`config.mk`:
```
export PLATFORM = sky130hd
export DESIGN_NAME = wave_disturbance_oscillator
export DESIGN_NICKNAME = d
export VERILOG_FILES = /design/src/rtl/core/wdo_pkg.sv /design/src/rtl/core/wave_disturbance_oscillator.sv
export SDC_FILE = /design/constraint.sdc
export NUM_CORES = 2
export LEC_CHECK = 0
export BUFFER_PORTS_ARGS = -buffer_cell sky130_fd_sc_hd__clkbuf_2
export CAP_MARGIN = 20
export CORE_ASPECT_RATIO = 1.1
export CORE_MARGIN = 10
export CORE_UTILIZATION = 36
export CTS_BUF_LIST = sky130_fd_sc_hd__clkbuf_8
export DETAILED_ROUTE_END_ITERATION = 6
export GPL_ROUTABILITY_DRIVEN = 0
export PLACE_DENSITY = 0.6
export SLEW_MARGIN = 20
export SYNTH_ARGS = -nofsm -noshare
export SYNTH_HDL_FRONTEND = slang
export SYNTH_SLANG_ARGS = --single-unit
```
`constraint.sdc`:
```
create_clock -name clock -period 35.4 [get_ports clock]
set_input_delay 1.77 -clock clock [delete_from_list [all_inputs] [get_ports clock]]
set_output_delay 1.77 -clock clock [all_outputs]
set_load 0.02 [all_outputs]
```
`src/rtl/core/wdo_pkg.sv`:
```
// ----------------------------------------------------------------------------
// wdo_pkg
// Types, constants, microcode table and helpers for the wave disturbance
// oscillator.
// ----------------------------------------------------------------------------
package wdo_pkg;

   localparam int AXES        = 3;
   localparam int AXIS_W      = 2;
   localparam int STATE_W     = 32;
   localparam int NOISE_W     = 16;
   localparam int COEF_W      = 48;
   localparam int FIELD_W     = 16;
   localparam int DT_W        = 16;
   localparam int FORCE_W     = 48;
   localparam int ACC_W       = 38;
   localparam int MUL_W       = ACC_W + FIELD_W + 1;
   localparam int SUM_W       = MUL_W + 1;
   localparam int STEP_W      = 3;
   localparam int CSR_IDX_W   = 2;

   localparam logic [AXIS_W-1:0] AXIS_LAST = AXIS_W'(AXES - 1);
   localparam logic [STEP_W-1:0] STEP_LAST = 3'd4;

   localparam logic [CSR_IDX_W-1:0] CSR_SURGE = 2'd0;
   localparam logic [CSR_IDX_W-1:0] CSR_SWAY  = 2'd1;
   localparam logic [CSR_IDX_W-1:0] CSR_YAW   = 2'd2;
   localparam logic [CSR_IDX_W-1:0] CSR_DT    = 2'd3;

   localparam logic [COEF_W-1:0] COEF_RESET = 48'd2147531951350;
   localparam logic [DT_W-1:0]   DT_RESET   = 16'd1311;

   typedef enum logic [1:0] {
      A_POS,
      A_VEL,
      A_ACC
   } a_sel_type;

   typedef enum logic [1:0] {
      B_STIFF,
      B_DAMP,
      B_DT,
      B_GAIN
   } b_sel_type;

   typedef enum logic [1:0] {
      SH_NONE,
      SH_12,
      SH_16
   } shift_type;

   typedef enum logic [2:0] {
      OP_ACC_INIT,
      OP_ACC_SUB,
      OP_POS,
      OP_VEL,
      OP_FORCE
   } op_type;

   typedef enum logic {
      SEQ_NEXT,
      SEQ_LOOP
   } seq_type;

   typedef struct packed {
      a_sel_type a_sel;
      b_sel_type b_sel;
      shift_type shift;
      op_type    op;
      seq_type   seq;
   } ucode_type;

   // per-axis program, run once for each axis
   function automatic ucode_type ucode_rom(input logic [STEP_W-1:0] step);
      ucode_type uc;
      case (step)
         3'd0:    uc = '{A_POS, B_STIFF, SH_12,   OP_ACC_INIT, SEQ_NEXT};
         3'd1:    uc = '{A_VEL, B_DAMP,  SH_12,   OP_ACC_SUB,  SEQ_NEXT};
         3'd2:    uc = '{A_VEL, B_DT,    SH_16,   OP_POS,      SEQ_NEXT};
         3'd3:    uc = '{A_ACC, B_DT,    SH_16,   OP_VEL,      SEQ_NEXT};
         3'd4:    uc = '{A_VEL, B_GAIN,  SH_NONE, OP_FORCE,    SEQ_LOOP};
         default: uc = '{A_POS, B_STIFF, SH_NONE, OP_FORCE,    SEQ_LOOP};
      endcase
      return uc;
   endfunction

   function automatic logic [STATE_W-1:0] sat_state(input logic signed [SUM_W-1:0] v);
      logic signed [SUM_W-1:0] hi;
      logic signed [SUM_W-1:0] lo;
      hi = SUM_W'(signed'({1'b0, {(STATE_W-1){1'b1}}}));
      lo = -hi - SUM_W'(1);
      if (v > hi) begin
         return {1'b0, {(STATE_W-1){1'b1}}};
      end else if (v < lo) begin
         return {1'b1, {(STATE_W-1){1'b0}}};
      end else begin
         return v[STATE_W-1:0];
      end
   endfunction

endpackage

```
`src/rtl/core/wave_disturbance_oscillator.sv`:
```
// ----------------------------------------------------------------------------
// wave_disturbance_oscillator
// Three-axis damped second-order wave response, forward Euler per request,
// run by a microcoded sequencer over one shared multiplier.
// ----------------------------------------------------------------------------
// sequence: 5 microcode steps per axis over 3 axes, one multiply per step on the
//   shared multiplier; rsp_tvalid is registered after the last step
// requests: a new request is taken while idle or in the last step, and the
//   final step holds while the previous response is not taken
// reset: synchronous; state cleared to zero, coefficients to their defaults
module wave_disturbance_oscillator (
   input  logic         clock,
   input  logic         reset,
   input  logic         req_tvalid,
   output logic         req_tready,
   // noise_surge [15:0], noise_sway [31:16], noise_yaw [47:32]
   input  logic [47:0]  req_tdata,
   output logic         rsp_tvalid,
   input  logic         rsp_tready,
   // force_surge [47:0], force_sway [95:48], torque_yaw [143:96]
   output logic [143:0] rsp_tdata,
   input  logic         csr_wr_en,
   input  logic [wdo_pkg::CSR_IDX_W-1:0] csr_index,
   input  logic [wdo_pkg::COEF_W-1:0]    csr_wdata
);
   import wdo_pkg::*;

   logic [COEF_W-1:0]        coef_ff [AXES];
   logic [DT_W-1:0]          dt_ff;
   logic signed [STATE_W-1:0] pos_ff [AXES];
   logic signed [STATE_W-1:0] vel_ff [AXES];
   logic signed [NOISE_W-1:0] noise_ff [AXES];
   logic signed [ACC_W-1:0]  acc_ff, acc_in;
   logic [FORCE_W-1:0]       force_ff [AXES-1];
   logic                     busy_ff, busy_in;
   logic [STEP_W-1:0]        step_ff, step_in;
   logic [AXIS_W-1:0]        axis_ff, axis_in;
   logic                     rsp_valid_ff, rsp_valid_in;
   logic [143:0]             rsp_data_ff;

   ucode_type                uc;
   logic [COEF_W-1:0]        coef;
   logic signed [ACC_W-1:0]  mul_a;
   logic [FIELD_W-1:0]       mul_b;
   logic signed [MUL_W-1:0]  product;
   logic signed [MUL_W-1:0]  shifted;
   logic signed [SUM_W-1:0]  state_sum;
   logic signed [STATE_W-1:0] state_old;
   logic                     req_fire;
   logic                     last_step;
   logic                     stall;
   logic                     done_go;
   logic                     step_go;

   assign uc   = ucode_rom(step_ff);
   assign coef = coef_ff[axis_ff];

   // operand selection
   always_comb begin
      case (uc.a_sel)
         A_POS:   mul_a = ACC_W'(pos_ff[axis_ff]);
         A_VEL:   mul_a = ACC_W'(vel_ff[axis_ff]);
         A_ACC:   mul_a = acc_ff;
         default: mul_a = acc_ff;
      endcase
      case (uc.b_sel)
         B_STIFF: mul_b = coef[15:0];
         B_DAMP:  mul_b = coef[31:16];
         B_DT:    mul_b = dt_ff;
         B_GAIN:  mul_b = coef[47:32];
         default: mul_b = coef[47:32];
      endcase
   end

   assign product = MUL_W'(mul_a) * MUL_W'(signed'({1'b0, mul_b}));

   // arithmetic shifts give the floor rounding
   always_comb begin
      case (uc.shift)
         SH_12:   shifted = product >>> 12;
         SH_16:   shifted = product >>> 16;
         SH_NONE: shifted = product;
         default: shifted = product;
      endcase
   end

   assign state_old = (uc.op == OP_POS) ? pos_ff[axis_ff] : vel_ff[axis_ff];
   assign state_sum = SUM_W'(state_old) + SUM_W'(shifted);

   assign last_step = (uc.seq == SEQ_LOOP) && (axis_ff == AXIS_LAST);
   assign stall     = busy_ff && last_step && rsp_valid_ff && !rsp_tready;
   assign step_go   = busy_ff && !stall;
   assign done_go   = step_go && last_step;
   assign req_tready = !busy_ff || done_go;
   assign req_fire  = req_tvalid && req_tready;

   always_comb begin
      acc_in = acc_ff;
      case (uc.op)
         OP_ACC_INIT: acc_in = ACC_W'(noise_ff[axis_ff]) * ACC_W'(16) - shifted[ACC_W-1:0];
         OP_ACC_SUB:  acc_in = acc_ff - shifted[ACC_W-1:0];
         OP_POS,
         OP_VEL,
         OP_FORCE:    acc_in = acc_ff;
         default:     acc_in = acc_ff;
      endcase
   end

   // sequencer
   always_comb begin
      busy_in = busy_ff;
      step_in = step_ff;
      axis_in = axis_ff;
      if (step_go) begin
         if (uc.seq == SEQ_LOOP) begin
            step_in = '0;
            if (axis_ff == AXIS_LAST) begin
               axis_in = '0;
               busy_in = 1'b0;
            end else begin
               axis_in = axis_ff + AXIS_W'(1);
            end
         end else begin
            step_in = step_ff + STEP_W'(1);
         end
      end
      if (req_fire) begin
         busy_in = 1'b1;
      end
   end

   always_comb begin
      rsp_valid_in = rsp_valid_ff;
      if (rsp_valid_ff && rsp_tready) begin
         rsp_valid_in = 1'b0;
      end
      if (done_go) begin
         rsp_valid_in = 1'b1;
      end
   end

   always_ff @(posedge clock) begin
      if (reset) begin
         busy_ff      <= 1'b0;
         step_ff      <= '0;
         axis_ff      <= '0;
         rsp_valid_ff <= 1'b0;
      end else begin
         busy_ff      <= busy_in;
         step_ff      <= step_in;
         axis_ff      <= axis_in;
         rsp_valid_ff <= rsp_valid_in;
      end
   end

   // configuration and oscillator state
   always_ff @(posedge clock) begin
      if (reset) begin
         for (int i = 0; i < AXES; i++) begin
            coef_ff[i] <= COEF_RESET;
            pos_ff[i]  <= '0;
            vel_ff[i]  <= '0;
         end
         dt_ff <= DT_RESET;
      end else begin
         if (csr_wr_en) begin
            case (csr_index)
               CSR_SURGE: coef_ff[0] <= csr_wdata;
               CSR_SWAY:  coef_ff[1] <= csr_wdata;
               CSR_YAW:   coef_ff[2] <= csr_wdata;
               CSR_DT:    dt_ff      <= csr_wdata[DT_W-1:0];
               default:   dt_ff      <= dt_ff;
            endcase
         end
         if (step_go && uc.op == OP_POS) begin
            pos_ff[axis_ff] <= sat_state(state_sum);
         end
         if (step_go && uc.op == OP_VEL) begin
            vel_ff[axis_ff] <= sat_state(state_sum);
         end
      end
   end

   // payload registers
   always_ff @(posedge clock) begin
      if (req_fire) begin
         noise_ff[0] <= req_tdata[15:0];
         noise_ff[1] <= req_tdata[31:16];
         noise_ff[2] <= req_tdata[47:32];
      end
      if (step_go) begin
         acc_ff <= acc_in;
      end
      // gain times new velocity always fits in 48 bits
      if (step_go && uc.op == OP_FORCE && !last_step) begin
         force_ff[axis_ff[0]] <= shifted[FORCE_W-1:0];
      end
      if (done_go) begin
         rsp_data_ff <= {shifted[FORCE_W-1:0], force_ff[1], force_ff[0]};
      end
   end

   assign rsp_tvalid = rsp_valid_ff;
   assign rsp_tdata  = rsp_data_ff;

   a_step_range: assert property (@(posedge clock) disable iff (reset)
      step_ff <= STEP_LAST && axis_ff <= AXIS_LAST)
      else $error("sequencer out of program range");

   a_idle_home: assert property (@(posedge clock) disable iff (reset)
      !busy_ff |-> (step_ff == '0 && axis_ff == '0))
      else $error("idle sequencer not at program start");

   a_accept_busy: assert property (@(posedge clock) disable iff (reset)
      req_fire |=> busy_ff)
      else $error("request accepted without starting the program");

   a_rsp_source: assert property (@(posedge clock) disable iff (reset)
      $rose(rsp_tvalid) |-> $past(busy_ff))
      else $error("response raised without a running program");

   a_stall_hold: assert property (@(posedge clock) disable iff (reset)
      stall |=> (step_ff == $past(step_ff) && axis_ff == $past(axis_ff)))
      else $error("sequencer moved while the output was blocked");

endmodule
```
* Word-level counts from Yosys, hierarchy flattened
Memory sizes are Yosys's and may differ from the RTL's. A register that Yosys moved wholly into a read port is not among the register bits.
Index checks and enable logic that the tools add are counted.
** Operators by class
- Muxes and demuxes :: 61
- Bitwise gates (word level) :: 3
- Reductions and logical operators :: 33
- Order comparisons :: 2
- Add/sub/neg operators :: 5
- $mul :: 1
- Equality and inequality tests :: 18
** Operators by type and width (count)
- 2-to-1 mux 32 bit :: 9
- one-hot mux 38 bit (2 select lines) :: 2
- 2-to-1 mux 48 bit :: 3
- one-hot mux 54 bit (2 select lines) :: 1
- subtractor 38 bit :: 2
- one-hot mux 16 bit (4 select lines) :: 1
- OR reduction 32 bit :: 2
- adder 32 x 55 -> 56 bit :: 1
- > comparator 56 x 32 -> 1 bit, second input constant :: 1
- < comparator 56 x 32 -> 1 bit, second input constant :: 1
- multiplier 38 x 17 -> 55 bit :: 1
- one-hot mux 10 bit (5 select lines) :: 1
- 2-to-1 mux 1 bit :: 32
- 2-to-1 mux 2 bit :: 11
- equality test 2 bit, second input constant :: 6
- equality test 3 x 2 -> 1 bit, second input constant :: 4
- logical AND 1 bit :: 12
- nonzero test 2 bit :: 5
- equality test 2 x 1 -> 1 bit, second input constant :: 4
- equality test 3 x 1 -> 1 bit, second input constant :: 2
- equality test 3 bit, second input constant :: 2
- zero test 2 bit :: 3
- zero test 3 bit :: 2
- AND reduction 2 bit :: 3
- other kinds (7) :: 12
** Storage, ports and cells
- Bits in writable memories :: 480
- Output and inout port bits :: 146
- Bits in registers :: 205
- Memories kept :: 5
** Memories
- coef_ff :: words 3, bits a word 48, rd ports 1, clocked after Yosys merged registers in 1, wr ports 3, RTL line wave_disturbance_oscillator.sv:28 : logic [COEF_W-1:0] coef_ff [AXES];
- force_ff :: words 2, bits a word 48, rd ports 2, clocked after Yosys merged registers in 2, wr ports 1, RTL line wave_disturbance_oscillator.sv:34 : logic [FORCE_W-1:0] force_ff [AXES-1];
- pos_ff :: words 3, bits a word 32, rd ports 1, clocked after Yosys merged registers in 1, wr ports 3, RTL line wave_disturbance_oscillator.sv:30 : logic signed [STATE_W-1:0] pos_ff [AXES];
- vel_ff :: words 3, bits a word 32, rd ports 1, clocked after Yosys merged registers in 1, wr ports 3, RTL line wave_disturbance_oscillator.sv:31 : logic signed [STATE_W-1:0] vel_ff [AXES];
- noise_ff :: words 3, bits a word 16, rd ports 1, clocked after Yosys merged registers in 1, wr ports 3, RTL line wave_disturbance_oscillator.sv:32 : logic signed [NOISE_W-1:0] noise_ff [AXES];

* Depth between registers and ports, before layout
- Depth in word-level cells :: 14
- Depth in mapped cells :: 60

* Worst setup path after synthesis
Ideal clock, no wire load.
- Path type :: reg-to-reg
- From :: register step_ff[0]
- To :: memory vel_ff[2][15] (data pin)
- Period minus slack after synthesis :: 12880 ps
- Required time :: 35128 ps
- Path slack :: 22520 ps
- Data arrival time :: 12608 ps
- Cell stages (with the launch flop) :: 52
- Library setup time :: 272 ps
- Cells stage by stage :: dfxtp_1 > ha_1 > nand2_1 > and2_1 > clkbuf_1 > nand2_1 > buf_1 > buf_1 > mux2i_1 > o21ai_0 > clkbuf_1 > nand2_1 > fa_1 > fa_1 > fa_1 > inv_1 > fa_1 > fa_1 > [... 16 more ...] > inv_1 > o21bai_1 > a21o_1 > a21o_1 > a21o_1 > a21o_1 > a21o_1 > a21boi_0 > o221ai_1 > a31oi_1 > o21bai_1 > and4_1 > nor3_1 > inv_1 > o31ai_4 > buf_6 > buf_4 > a21oi_1
** RTL lines
- start, declared :: RTL line wave_disturbance_oscillator.sv:36 : logic [STEP_W-1:0] step_ff, step_in;
- start signal, assigned :: RTL line wave_disturbance_oscillator.sv:150 : step_ff <= step_in;
- end, declared :: RTL line wave_disturbance_oscillator.sv:31

==> summary.txt <==
Critical path
  – Worst Path Max Fanout: 81
  – WP data arrival: 18.68 ns
  – Crit end category: flip-flop
  – Critical Path RT: about 36 ns
  – CP Buf/Inv Count: 12
  – Crit-path most repeated cell: inv_1
  – Crit-path leading delay family: compound AO/OA/AOI/OAI gates
  – WS Path Type: flip-flop to flip-flop
  – Slowest stage delay, CP: approximately 0.94 ns
  – Startpoint Class: flip-flop
  – Critical-path top delay cell: dfxtp_4

Placed design
  – PortBufs: approximately 250
  – Cells after DPL: 7345
  – DP HPWL: around 120 mm
  – Placement Cell Area: ~60000 µm²

Die
  – Row cnt: approximately 150
  – Horiz. Die Dim: around 400 µm
  – DIE HEIGHT: approximately 440 µm
  – Core Region: 156000 µm²
  – Initial Util: 0.363
  – Die area: around 170000 µm²
  – Ports: 249

Synthesis
  – Largest area contributor in the synthesized netlist: edfxtp_1
  – Synth cell types: just under 90
  – Synthesized cell area: about 57000 µm²
  – Post-Syn Instances: 5180
  – Seq/Total Area, Yosys: 0.394
  – Top FF cell, synth: edfxtp_1
  – Synth area leaders: edfxtp_1, fa_1, inv_1
  – Post-synth EDFFs: 726
  – YS warnings: 0
  – Async S/R FF share, synth: 0
  – Mean area per synthesized cell: 10.9 µm²
  – Syn_nets: ~6100
  – Synth Register Bits: roughly 750
  – Yosys top cell area share: 0.385

Clock tree
  – CTS resizes: 0
  – Hold buffers post-CTS: 0
  – Clock sinks: between 700 and 800
  – CTS tree: done
  – H-tree depth: 3
  – Reg clk slew, reported paths: roughly 0.06 ns
  – Clk Tree Root Cell: clkbuf_8
  – Clock latency on the worst-skew pair: just over 0.9 ns
  – TritonCTS Buffers: roughly 120
  – Deepest clock path buffer count: 3
  – Postcts setup bufs: 0

Global routing
  – Largest net degree at the start of global routing: between 80 and 90
  – First-pass GRT wire length: ~260 mm
  – Antenna violations before repair: 6
  – Gr usage total: 0.193
  – Vias in the first global route: between 40000 and 50000
  – Remaining global-route overflow: 0

Drt
  – Vias per cell: between 5 and 6
  – Drt total wl: about 170 mm
  – Wire per inst: roughly 22 µm
  – Antenna Nets Post-Route: 0
  – Residual DRC: 0
  – DR pass1 iterations: 7
  – Via count: 40100
  – Iter 0 DRT Violations: ~3300

Final layout
  – Non-filler cells, final: about 7600
  – Final design area excluding fillers: 62900 µm²
  – Most common cell after layout, fill and taps aside: inv_1
  – Nets: around 6300
  – FILL cells: 15000
  – Most frequent cells in the layout: inv_1, edfxtp_1, nand2_1
  – Layout area overhead: 11.1%
  – Layout cells sized above 1: 0.129

Timing
  – Clock skew after layout: 0.100 ns
  – Final setup violation count: 0
  – Setup_tns: 0 ns
  – Max Slew Vio Count: 0
  – Minimum clock period: roughly 18 ns
  – Worst slew pin tran: ~1.2 ns
  – Hold WS: about 0.38 ns
  – Slew HR: 0.216
  – Achievable Freq: 55.3 MHz
  – Hold Vio Cnt, Final: 0
  – Final worst-path cycle share: 0.511
  – Unrepaired setup endpoints after global routing: no

Run
  – Max-cap violations: 0

Status
  – Status: finished, final reports clean

Worst hold path
  – Hold Crit Class: flip-flop to flip-flop
[cells in the mapped netlist, types with 13 or more instances]
cell type / number
a211oi_1: 14
a21o_1: 91
a21oi_1: 359
a22oi_1: 50
a31oi_1: 13
and2_1: 71
and3_1: 23
buf_1: 36
buf_6: 20
clkbuf_1: 195
dfxtp_1: 25
edfxtp_1: 726
fa_1: 575
ha_1: 226
inv_1: 755
mux2_2: 54
mux2i_1: 102
mux4_2: 64
nand2_1: 640
nand2b_1: 60
nand3_1: 40
nand4_1: 14
nor2_1: 249
nor2b_1: 119
nor3_1: 37
nor4_1: 35
o21a_1: 50
o21ai_0: 179
o21ai_1: 40
o21bai_1: 19
xnor2_1: 83
xor2_1: 36
[area by class of cell]
type	count	area, µm²	area share
Antenna cell	4	10.0	0.000159
Clock buffer	128	1760	0.0280
Clock inverter	99	795	0.0126
Inverter	757	2850	0.0452
Multi-Input combinational cell	3414	30600	0.487
Sequential cell	751	22300	0.354
Tap cell	2079	2600	0.0413
Timing Repair Buffer	344	1960	0.0312
[through the flow]
stage	worst slack, ns	util
floorplan	22.52	-
global placement	17.52	0.386
detailed placement	17.39	0.387
CTS	17.24	0.403
global route	16.29	0.403
finish	17.31	0.403
[logic make-up after synthesis]
family                   after synthesis  share of synthesized area
AND/OR/NAND/NOR                     1333                      0.107
adder cells (fa/ha/maj)              803                      0.254
buffers and inverters               1015                     0.0701
flip-flops                           751                      0.394
multiplexers                         221                     0.0545
XOR/XNOR                             119                     0.0184
AO/OA/AOI/OAI                        938                      0.102
[path summary, 6_finish.rpt]
path	from	to	slack [ns]	cells after the start
max	flip-flop	vel_ff[1][1]	17.31	52
min	force_ff[1][15]	rsp_tdata[63]	0.38	0
max reg2reg	flip-flop	vel_ff[1][1]	17.31	52
min reg2reg	force_ff[1][15]	rsp_tdata[63]	0.38	0
[layer usage]
metal	vias to the layer above	GRT usage	part of all wire	routed length (µm)
li1	17900	-	-	-
met1	20300	0.249	0.40	68600
met2	1574	0.321	0.48	81700
met3	323	0.0340	0.075	12700
met4	2	0.0753	0.039	6660
met5	-	0	0.000059	10
[sequential cells by signal, summed over array words and instances, names as in the netlist, 2 cells and up, named ones only]
| signal | cells |
|---|---|
| acc_ff | 38 |
| axis_ff | 2 |
| coef_ff | 144 |
| dt_ff | 16 |
| force_ff | 96 |
| noise_ff | 48 |
| pos_ff | 128 |
| rsp_tdata | 144 |
| step_ff | 3 |
| vel_ff | 128 |
Power is left out: the tool's default activity adds up to more than one toggle a clock period on the data nets, which glitch-free logic cannot reach.
